### src/dpss_pkg.sv
// ----------------------------------------------------------------------------
// dpss_pkg
// Shared types and constants for the drive power state sequencer.
// ----------------------------------------------------------------------------
package dpss_pkg;

    localparam int unsigned WordW  = 16;
    localparam int unsigned LimitW = 8;

    localparam logic [LimitW-1:0] AttemptLimitReset = 8'd10;

    // statusword masks and match patterns
    localparam logic [WordW-1:0] SwMaskA       = 16'h004f;
    localparam logic [WordW-1:0] SwMaskB       = 16'h006f;
    localparam logic [WordW-1:0] SwNotReady    = 16'h0000;
    localparam logic [WordW-1:0] SwSwitchDis   = 16'h0040;
    localparam logic [WordW-1:0] SwReady       = 16'h0021;
    localparam logic [WordW-1:0] SwSwitchedOn  = 16'h0023;
    localparam logic [WordW-1:0] SwEnabled     = 16'h0027;
    localparam logic [WordW-1:0] SwQuickStop   = 16'h0007;
    localparam logic [WordW-1:0] SwFaultReact  = 16'h000f;
    localparam logic [WordW-1:0] SwFault       = 16'h0008;

    // controlwords
    localparam logic [WordW-1:0] CwShutdown    = 16'h0006;
    localparam logic [WordW-1:0] CwSwitchOn    = 16'h0007;
    localparam logic [WordW-1:0] CwEnableOp    = 16'h000f;
    localparam logic [WordW-1:0] CwFaultReset  = 16'h0080;

    typedef enum logic [1:0] {
        OP_TICK        = 2'd0,
        OP_ENABLE      = 2'd1,
        OP_DISABLE     = 2'd2,
        OP_FAULT_RESET = 2'd3
    } t_op;

    typedef enum logic [3:0] {
        PS_NOT_READY   = 4'd0,
        PS_SWITCH_DIS  = 4'd1,
        PS_READY       = 4'd2,
        PS_SWITCHED_ON = 4'd3,
        PS_ENABLED     = 4'd4,
        PS_QUICK_STOP  = 4'd5,
        PS_FAULT_REACT = 4'd6,
        PS_FAULT       = 4'd7,
        PS_UNKNOWN     = 4'd8
    } t_pstate;

    typedef enum logic [2:0] {
        OC_IDLE      = 3'd0,
        OC_BUSY      = 3'd1,
        OC_GOAL      = 3'd2,
        OC_FAIL_LIM  = 3'd3,
        OC_FAIL_STAT = 3'd4
    } t_outcome;

    typedef struct packed {
        logic [WordW-1:0] control_word;
        t_pstate          power_state;
        t_outcome         outcome;
    } t_result;

endpackage

### src/dpss_decode.sv
// ----------------------------------------------------------------------------
// dpss_decode
// Statusword to power state decoder, masked compares, first match wins.
// ----------------------------------------------------------------------------
module dpss_decode
    import dpss_pkg::*;
(
    input  logic [WordW-1:0] i_statusword,
    output t_pstate          o_power_state
);

    logic [WordW-1:0] w_a;
    logic [WordW-1:0] w_b;

    assign w_a = i_statusword & SwMaskA;
    assign w_b = i_statusword & SwMaskB;

    always_comb begin
        priority if (w_a == SwNotReady)   o_power_state = PS_NOT_READY;
        else if (w_a == SwSwitchDis)      o_power_state = PS_SWITCH_DIS;
        else if (w_b == SwReady)          o_power_state = PS_READY;
        else if (w_b == SwSwitchedOn)     o_power_state = PS_SWITCHED_ON;
        else if (w_b == SwEnabled)        o_power_state = PS_ENABLED;
        else if (w_b == SwQuickStop)      o_power_state = PS_QUICK_STOP;
        else if (w_a == SwFaultReact)     o_power_state = PS_FAULT_REACT;
        else if (w_a == SwFault)          o_power_state = PS_FAULT;
        else                              o_power_state = PS_UNKNOWN;
    end

endmodule

### src/dpss_core.sv
// ----------------------------------------------------------------------------
// dpss_core
// Command state and step logic; state advances on i_step.
// ----------------------------------------------------------------------------
module dpss_core
    import dpss_pkg::*;
(
    input  logic              i_clk,
    input  logic              i_rst_n,
    input  logic              i_step,
    input  t_op               i_opcode,
    input  logic [WordW-1:0]  i_statusword,
    input  logic [WordW-1:0]  i_drive_error,
    input  logic [LimitW-1:0] i_attempt_limit,
    output t_result           o_result
);

    t_pstate           w_ps;
    t_op               r_act,   n_act;
    logic [LimitW-1:0] r_left,  n_left;
    logic [WordW-1:0]  r_held,  n_held;
    logic [WordW-1:0]  r_saved, n_saved;
    t_outcome          w_outc;
    logic              w_just_reset;
    logic              w_err_clear;

    dpss_decode u_decode (
        .i_statusword  (i_statusword),
        .o_power_state (w_ps)
    );

    assign w_err_clear = (i_drive_error == '0);

    always_comb begin
        n_act        = r_act;
        n_left       = r_left;
        n_held       = r_held;
        n_saved      = r_saved;
        w_outc       = OC_IDLE;
        w_just_reset = 1'b0;

        if (i_opcode != OP_TICK) begin
            // a running fault reset gives back the controlword it displaced
            if (r_act == OP_FAULT_RESET) n_held = r_saved;
            n_act  = i_opcode;
            n_left = i_attempt_limit;
            if (i_opcode == OP_FAULT_RESET) begin
                w_just_reset = 1'b1;
                if (w_err_clear) begin
                    n_act  = OP_TICK;
                    w_outc = OC_GOAL;
                end else begin
                    n_saved = n_held;
                    n_held  = CwFaultReset;
                    w_outc  = OC_BUSY;
                end
            end
        end

        unique case (n_act)
            OP_ENABLE: begin
                if (w_ps == PS_ENABLED) begin
                    n_act  = OP_TICK;
                    w_outc = OC_GOAL;
                end else if (n_left == '0) begin
                    n_act  = OP_TICK;
                    w_outc = OC_FAIL_LIM;
                end else if (w_ps == PS_SWITCH_DIS || w_ps == PS_READY
                             || w_ps == PS_SWITCHED_ON) begin
                    n_held = (w_ps == PS_SWITCH_DIS) ? CwShutdown :
                             (w_ps == PS_READY)      ? CwSwitchOn : CwEnableOp;
                    n_left = n_left - 1'b1;
                    w_outc = OC_BUSY;
                end else begin
                    n_act  = OP_TICK;
                    w_outc = OC_FAIL_STAT;
                end
            end
            OP_DISABLE: begin
                if (w_ps == PS_SWITCH_DIS || w_ps == PS_READY) begin
                    n_act  = OP_TICK;
                    w_outc = OC_GOAL;
                end else if (n_left == '0) begin
                    n_act  = OP_TICK;
                    w_outc = OC_FAIL_LIM;
                end else if (w_ps == PS_SWITCHED_ON || w_ps == PS_ENABLED) begin
                    n_held = (w_ps == PS_ENABLED) ? CwSwitchOn : CwShutdown;
                    n_left = n_left - 1'b1;
                    w_outc = OC_BUSY;
                end else begin
                    n_held = CwShutdown;
                    n_act  = OP_TICK;
                    w_outc = OC_FAIL_STAT;
                end
            end
            OP_FAULT_RESET: begin
                if (!w_just_reset) begin
                    if (w_err_clear) begin
                        n_held = r_saved;
                        n_act  = OP_TICK;
                        w_outc = OC_GOAL;
                    end else if (n_left == '0) begin
                        n_held = r_saved;
                        n_act  = OP_TICK;
                        w_outc = OC_FAIL_LIM;
                    end else begin
                        n_held = CwFaultReset;
                        n_left = n_left - 1'b1;
                        w_outc = OC_BUSY;
                    end
                end
            end
            default: begin
            end
        endcase
    end

    always_ff @(posedge i_clk) begin
        if (!i_rst_n) begin
            r_act   <= OP_TICK;
            r_left  <= '0;
            r_held  <= '0;
            r_saved <= '0;
        end else if (i_step) begin
            r_act   <= n_act;
            r_left  <= n_left;
            r_held  <= n_held;
            r_saved <= n_saved;
        end
    end

    assign o_result.control_word = n_held;
    assign o_result.power_state  = w_ps;
    assign o_result.outcome      = w_outc;

endmodule

### src/drive_power_state_sequencer_unit.sv
// ----------------------------------------------------------------------------
// drive_power_state_sequencer_unit
// Drive power state sequencer: statusword in, controlword and status out.
// ----------------------------------------------------------------------------
// Usage:
//   s_axis carries one process cycle's sample: tuser is the command
//   (tick, start enable, start disable, start fault reset), tdata holds the
//   statusword and the drive error code. m_axis returns one result per
//   sample: controlword, decoded power state and command outcome.
//   i_cfg_we / i_cfg_wdata write the attempt limit; write only while idle.
//   A sample passes the input register, then the step logic into the result
//   register, before its result is offered on m_axis.
//   Throughput: one sample per cycle while m_axis takes every result; the
//   command state updates together with the result register.
//   Reset clears both pipeline stages, the command state and the held
//   controlword, and loads the attempt limit with 10.
//   When m_axis stalls, the result register holds, one more sample waits in
//   the input register, and s_axis_tready then drops until the result is
//   taken.
// ----------------------------------------------------------------------------
module drive_power_state_sequencer_unit
    import dpss_pkg::*;
(
    input  logic              i_clk,
    input  logic              i_rst_n,
    input  logic              i_cfg_we,
    input  logic [LimitW-1:0] i_cfg_wdata,
    input  logic              s_axis_tvalid,
    output logic              s_axis_tready,
    input  logic [31:0]       s_axis_tdata,   // statusword[15:0], drive_error[31:16]
    input  logic [1:0]        s_axis_tuser,   // opcode[1:0]
    output logic              m_axis_tvalid,
    input  logic              m_axis_tready,
    output logic [23:0]       m_axis_tdata    // control_word[15:0], power_state[19:16],
                                              // outcome[22:20], zero[23]
);

    logic [LimitW-1:0] r_limit;
    logic              r_in_valid;
    t_op               r_in_op;
    logic [WordW-1:0]  r_in_sw;
    logic [WordW-1:0]  r_in_err;
    logic              r_out_valid;
    t_result           r_out;
    t_result           w_result;
    logic              w_advance;
    logic              w_in_xfer;

    assign w_advance     = r_in_valid && (!r_out_valid || m_axis_tready);
    assign s_axis_tready = !r_in_valid || w_advance;
    assign w_in_xfer     = s_axis_tvalid && s_axis_tready;

    always_ff @(posedge i_clk) begin
        if (!i_rst_n) begin
            r_limit <= AttemptLimitReset;
        end else if (i_cfg_we) begin
            r_limit <= i_cfg_wdata;
        end
    end

    always_ff @(posedge i_clk) begin
        if (!i_rst_n) begin
            r_in_valid <= 1'b0;
        end else if (w_in_xfer) begin
            r_in_valid <= 1'b1;
        end else if (w_advance) begin
            r_in_valid <= 1'b0;
        end
    end

    always_ff @(posedge i_clk) begin
        if (w_in_xfer) begin
            r_in_op  <= t_op'(s_axis_tuser);
            r_in_sw  <= s_axis_tdata[15:0];
            r_in_err <= s_axis_tdata[31:16];
        end
    end

    dpss_core u_core (
        .i_clk           (i_clk),
        .i_rst_n         (i_rst_n),
        .i_step          (w_advance),
        .i_opcode        (r_in_op),
        .i_statusword    (r_in_sw),
        .i_drive_error   (r_in_err),
        .i_attempt_limit (r_limit),
        .o_result        (w_result)
    );

    always_ff @(posedge i_clk) begin
        if (!i_rst_n) begin
            r_out_valid <= 1'b0;
        end else if (w_advance) begin
            r_out_valid <= 1'b1;
        end else if (m_axis_tready) begin
            r_out_valid <= 1'b0;
        end
    end

    always_ff @(posedge i_clk) begin
        if (w_advance) begin
            r_out <= w_result;
        end
    end

    assign m_axis_tvalid = r_out_valid;
    assign m_axis_tdata  = {1'b0, r_out.outcome, r_out.power_state, r_out.control_word};

endmodule

### config.mk
export PLATFORM = sky130hd
export DESIGN_NAME = drive_power_state_sequencer_unit
export DESIGN_NICKNAME = d
export VERILOG_FILES = /design/src/dpss_pkg.sv /design/src/dpss_decode.sv /design/src/dpss_core.sv /design/src/drive_power_state_sequencer_unit.sv
export SDC_FILE = /design/constraint.sdc
export NUM_CORES = 1
export LEC_CHECK = 0
export ABC_CLOCK_PERIOD_IN_PS = 3720
export BUFFER_PORTS_ARGS = -buffer_cell sky130_fd_sc_hd__buf_2
export CAP_MARGIN = 40
export CELL_PAD_IN_SITES_DETAIL_PLACEMENT = 1
export CELL_PAD_IN_SITES_GLOBAL_PLACEMENT = 1
export CORE_UTILIZATION = 45
export DETAILED_ROUTE_END_ITERATION = 10
export GPL_ROUTABILITY_DRIVEN = 0
export GPL_TIMING_DRIVEN = 0
export PLACE_DENSITY_LB_ADDON = 0.1
export SLEW_MARGIN = 10
export SYNTH_ARGS = -nofsm -noshare
export SYNTH_HDL_FRONTEND = slang
export SYNTH_HIERARCHICAL = 1
export SYNTH_SLANG_ARGS = --single-unit
### constraint.sdc
create_clock -name i_clk -period 3.72 [get_ports i_clk]
set_clock_uncertainty 0.05 [all_clocks]
set_input_delay 0.186 -clock i_clk [delete_from_list [all_inputs] [get_ports i_clk]]
set_output_delay 0.186 -clock i_clk [all_outputs]
set_load 0.005 [all_outputs]
==> impl_metrics.env <==
export IMPL_synthCells=530
export IMPL_slowest_stage="a211oi_1"
export IMPL_grt_overflow_total=0
export IMPL_grt_pass1_wl_um=25100
export IMPL_detail_route_wl_per_cell_um=20.5
export IMPL_cts_hold_buf=26
export IMPL_endpoint_kind="flip-flop"
export IMPL_antenna_found_initial=0
export IMPL_place_area_um2=5600
export IMPL_cts_tree="built"
export IMPL_die_h_um=108
export IMPL_syn_nets=579
export IMPL_crit_fanout=7
export IMPL_coreArea_um2=10900
export IMPL_cts_buffers_inserted=9
export IMPL_drt_iter0_markers=398
export IMPL_arrival_ns=3.67
export IMPL_period_needed_ns=3.47
export IMPL_first_pass_iters=5
export IMPL_fmax_mhz=288
export IMPL_drtAntennaViolNets=0
export IMPL_die_x_um=108
export IMPL_synth_avg_cell_area_um2=9.59
export IMPL_ir_drop_uv=431
export IMPL_wirelength_um=15800
export IMPL_cp_cell_sequence="nor2_1 > a31o_1 > a211oi_1 > or4b_1 > clkbuf_1 > and2_4 > o21ai_0 > a22oi_1 > a31oi_1 > a211oi_1"
export IMPL_vias=4713
export IMPL_cts_resized=0
export IMPL_rsz0062_at_grt="no"
export IMPL_layout_drive_gt1_share=0.185
export IMPL_hpwl_um=10900
export IMPL_ios=73
export IMPL_viasPerCell=6.09
export IMPL_crit_top_cell="a211oi_1"
export IMPL_crit_path_start_kind="flip-flop"
export IMPL_port_buffers=60
export IMPL_synthesis_area_um2=5080
export IMPL_maxCapViolCount=0
export IMPL_clk_pin_slew_ns=0.07
export IMPL_tns_ns=0
export IMPL_cts_root_buf="clkbuf_16"
export IMPL_postCtsSetupBuffers=0
export IMPL_design_area_um2=6160
export IMPL_critPathRequiredTime_ns=3.92
export IMPL_insertion_delay_ns=0.36
export IMPL_nFillCells=1291
export IMPL_hp_class="primary input to flip-flop"
export IMPL_yosys_warnings=6
export IMPL_fin_nets=678
export IMPL_leakage_nw=2.39
export IMPL_worstMarginPinSlew_ns=0.894
export IMPL_status="finished, final reports clean"
export IMPL_slew_violations=0
export IMPL_htree_levels=3
export IMPL_die_area_um2=11700
export IMPL_initial_core_util=0.465
export IMPL_track_usage=0.292
export IMPL_grt_max_degree=30
export IMPL_std_cell_rows=38
export IMPL_cts_path_max_buffers=2
export IMPL_finalHoldViolCount=0
export IMPL_powerDensity_nw_per_um2=401
export IMPL_path_class="flip-flop to flip-flop"
export IMPL_timing_final_crit_share=0.933
export IMPL_areaGrowthSynthToFinish_pct=21.2
export IMPL_diodes=0
export IMPL_drcViolationCount=0
export IMPL_relSlewSlack=0.399
export IMPL_finalSetupViolCount=0
export IMPL_grt_pass1_vias=4701
export IMPL_clock_sinks=99
export IMPL_cp_slowest_stage_delay_ns=0.68
[area by class of cell]
class                      instances  area (um2)  area share
clock buffer                      10         250      0.0407
tap                              140         175      0.0285
clock inverter                     6        46.3     0.00752
multi-input combinational        393        2440       0.397
buffer                            32         176      0.0287
inverter                           6        22.5     0.00366
sequential                        99        2450       0.398
timing repair buffer              88         592      0.0961
[routing by layer]
metal	GRT usage	vias up	routed length [um]
li1	-	2167	-
met3	0.0542	44	870
met4	0.146	0	595
met2	0.488	185	7620
met1	0.361	2317	6750
met5	0	-	0
[worst paths after layout]
kind | startpoint | to | slack, ns | cells after the start
setup / recovery | r_in_sw[0] | u_core/r_left[2] | 0.25 | 10
hold / removal | i_cfg_wdata[7] | r_limit[7] | 0.04 | 3
setup reg to reg | r_in_sw[0] | u_core/r_left[2] | 0.25 | 10
hold reg to reg | u_core/r_held[8] | u_core/r_saved[8] | 0.44 | 2
[sequential cells by signal, indices dropped and copies added (netlist names)]
register and count:
m_axis_tdata 23, m_axis_tvalid 1, r_in_err 16, r_in_op 2
r_in_sw 6, r_in_valid 1, r_limit 8, u_core/r_act 2
u_core/r_held 16, u_core/r_left 8, u_core/r_saved 16
[where the power goes]
part           switching (W)  leakage, nW  internal, W
logic               0.000198         1.38     0.000135
registers          0.0000294        0.865      0.00119
clock network       0.000420        0.142     0.000498
total               0.000647         2.39      0.00182
[placed cells by master (no fill, tap or decap), types with 12 or more instances in the layout]
cell type	count
buf_2	65
clkbuf_1	16
a22o_1	22
nand3_1	12
a21o_1	16
nand2_1	86
a21oi_1	43
dlygate4sd3_1	26
o21ai_0	17
a21boi_0	17
nor2_1	40
edfxtp_1	47
nor2b_1	12
dfxtp_1	52
mux2i_1	17
[through the flow]
step	power (W)	worst slack (ns)	util	hold slack, ns	std cells
4_1_cts	0.00248	0.431	0.563	0.0292	774
2_1_floorplan	0.00143	0.658	-	0.235	530
3_3_place_gp	0.00153	-0.999	0.508	0.314	730
5_1_grt	0.00256	0.00943	0.563	0.0360	774
6_report	0.00247	0.250	0.563	0.0370	774
3_5_place_dp	0.00154	0.442	0.512	0.314	732
[worst max-delay path: cells and delay by family, from the launching register on]
kind | cells | cell delay, ns
AOI/OAI and AO/OA | 6 | 1.93
DFF | 1 | 0.47
buffers and inverters | 1 | 0.33
and+or+nand+nor | 3 | 0.59
No activity file was read; power rests on OpenSTA's default activity.
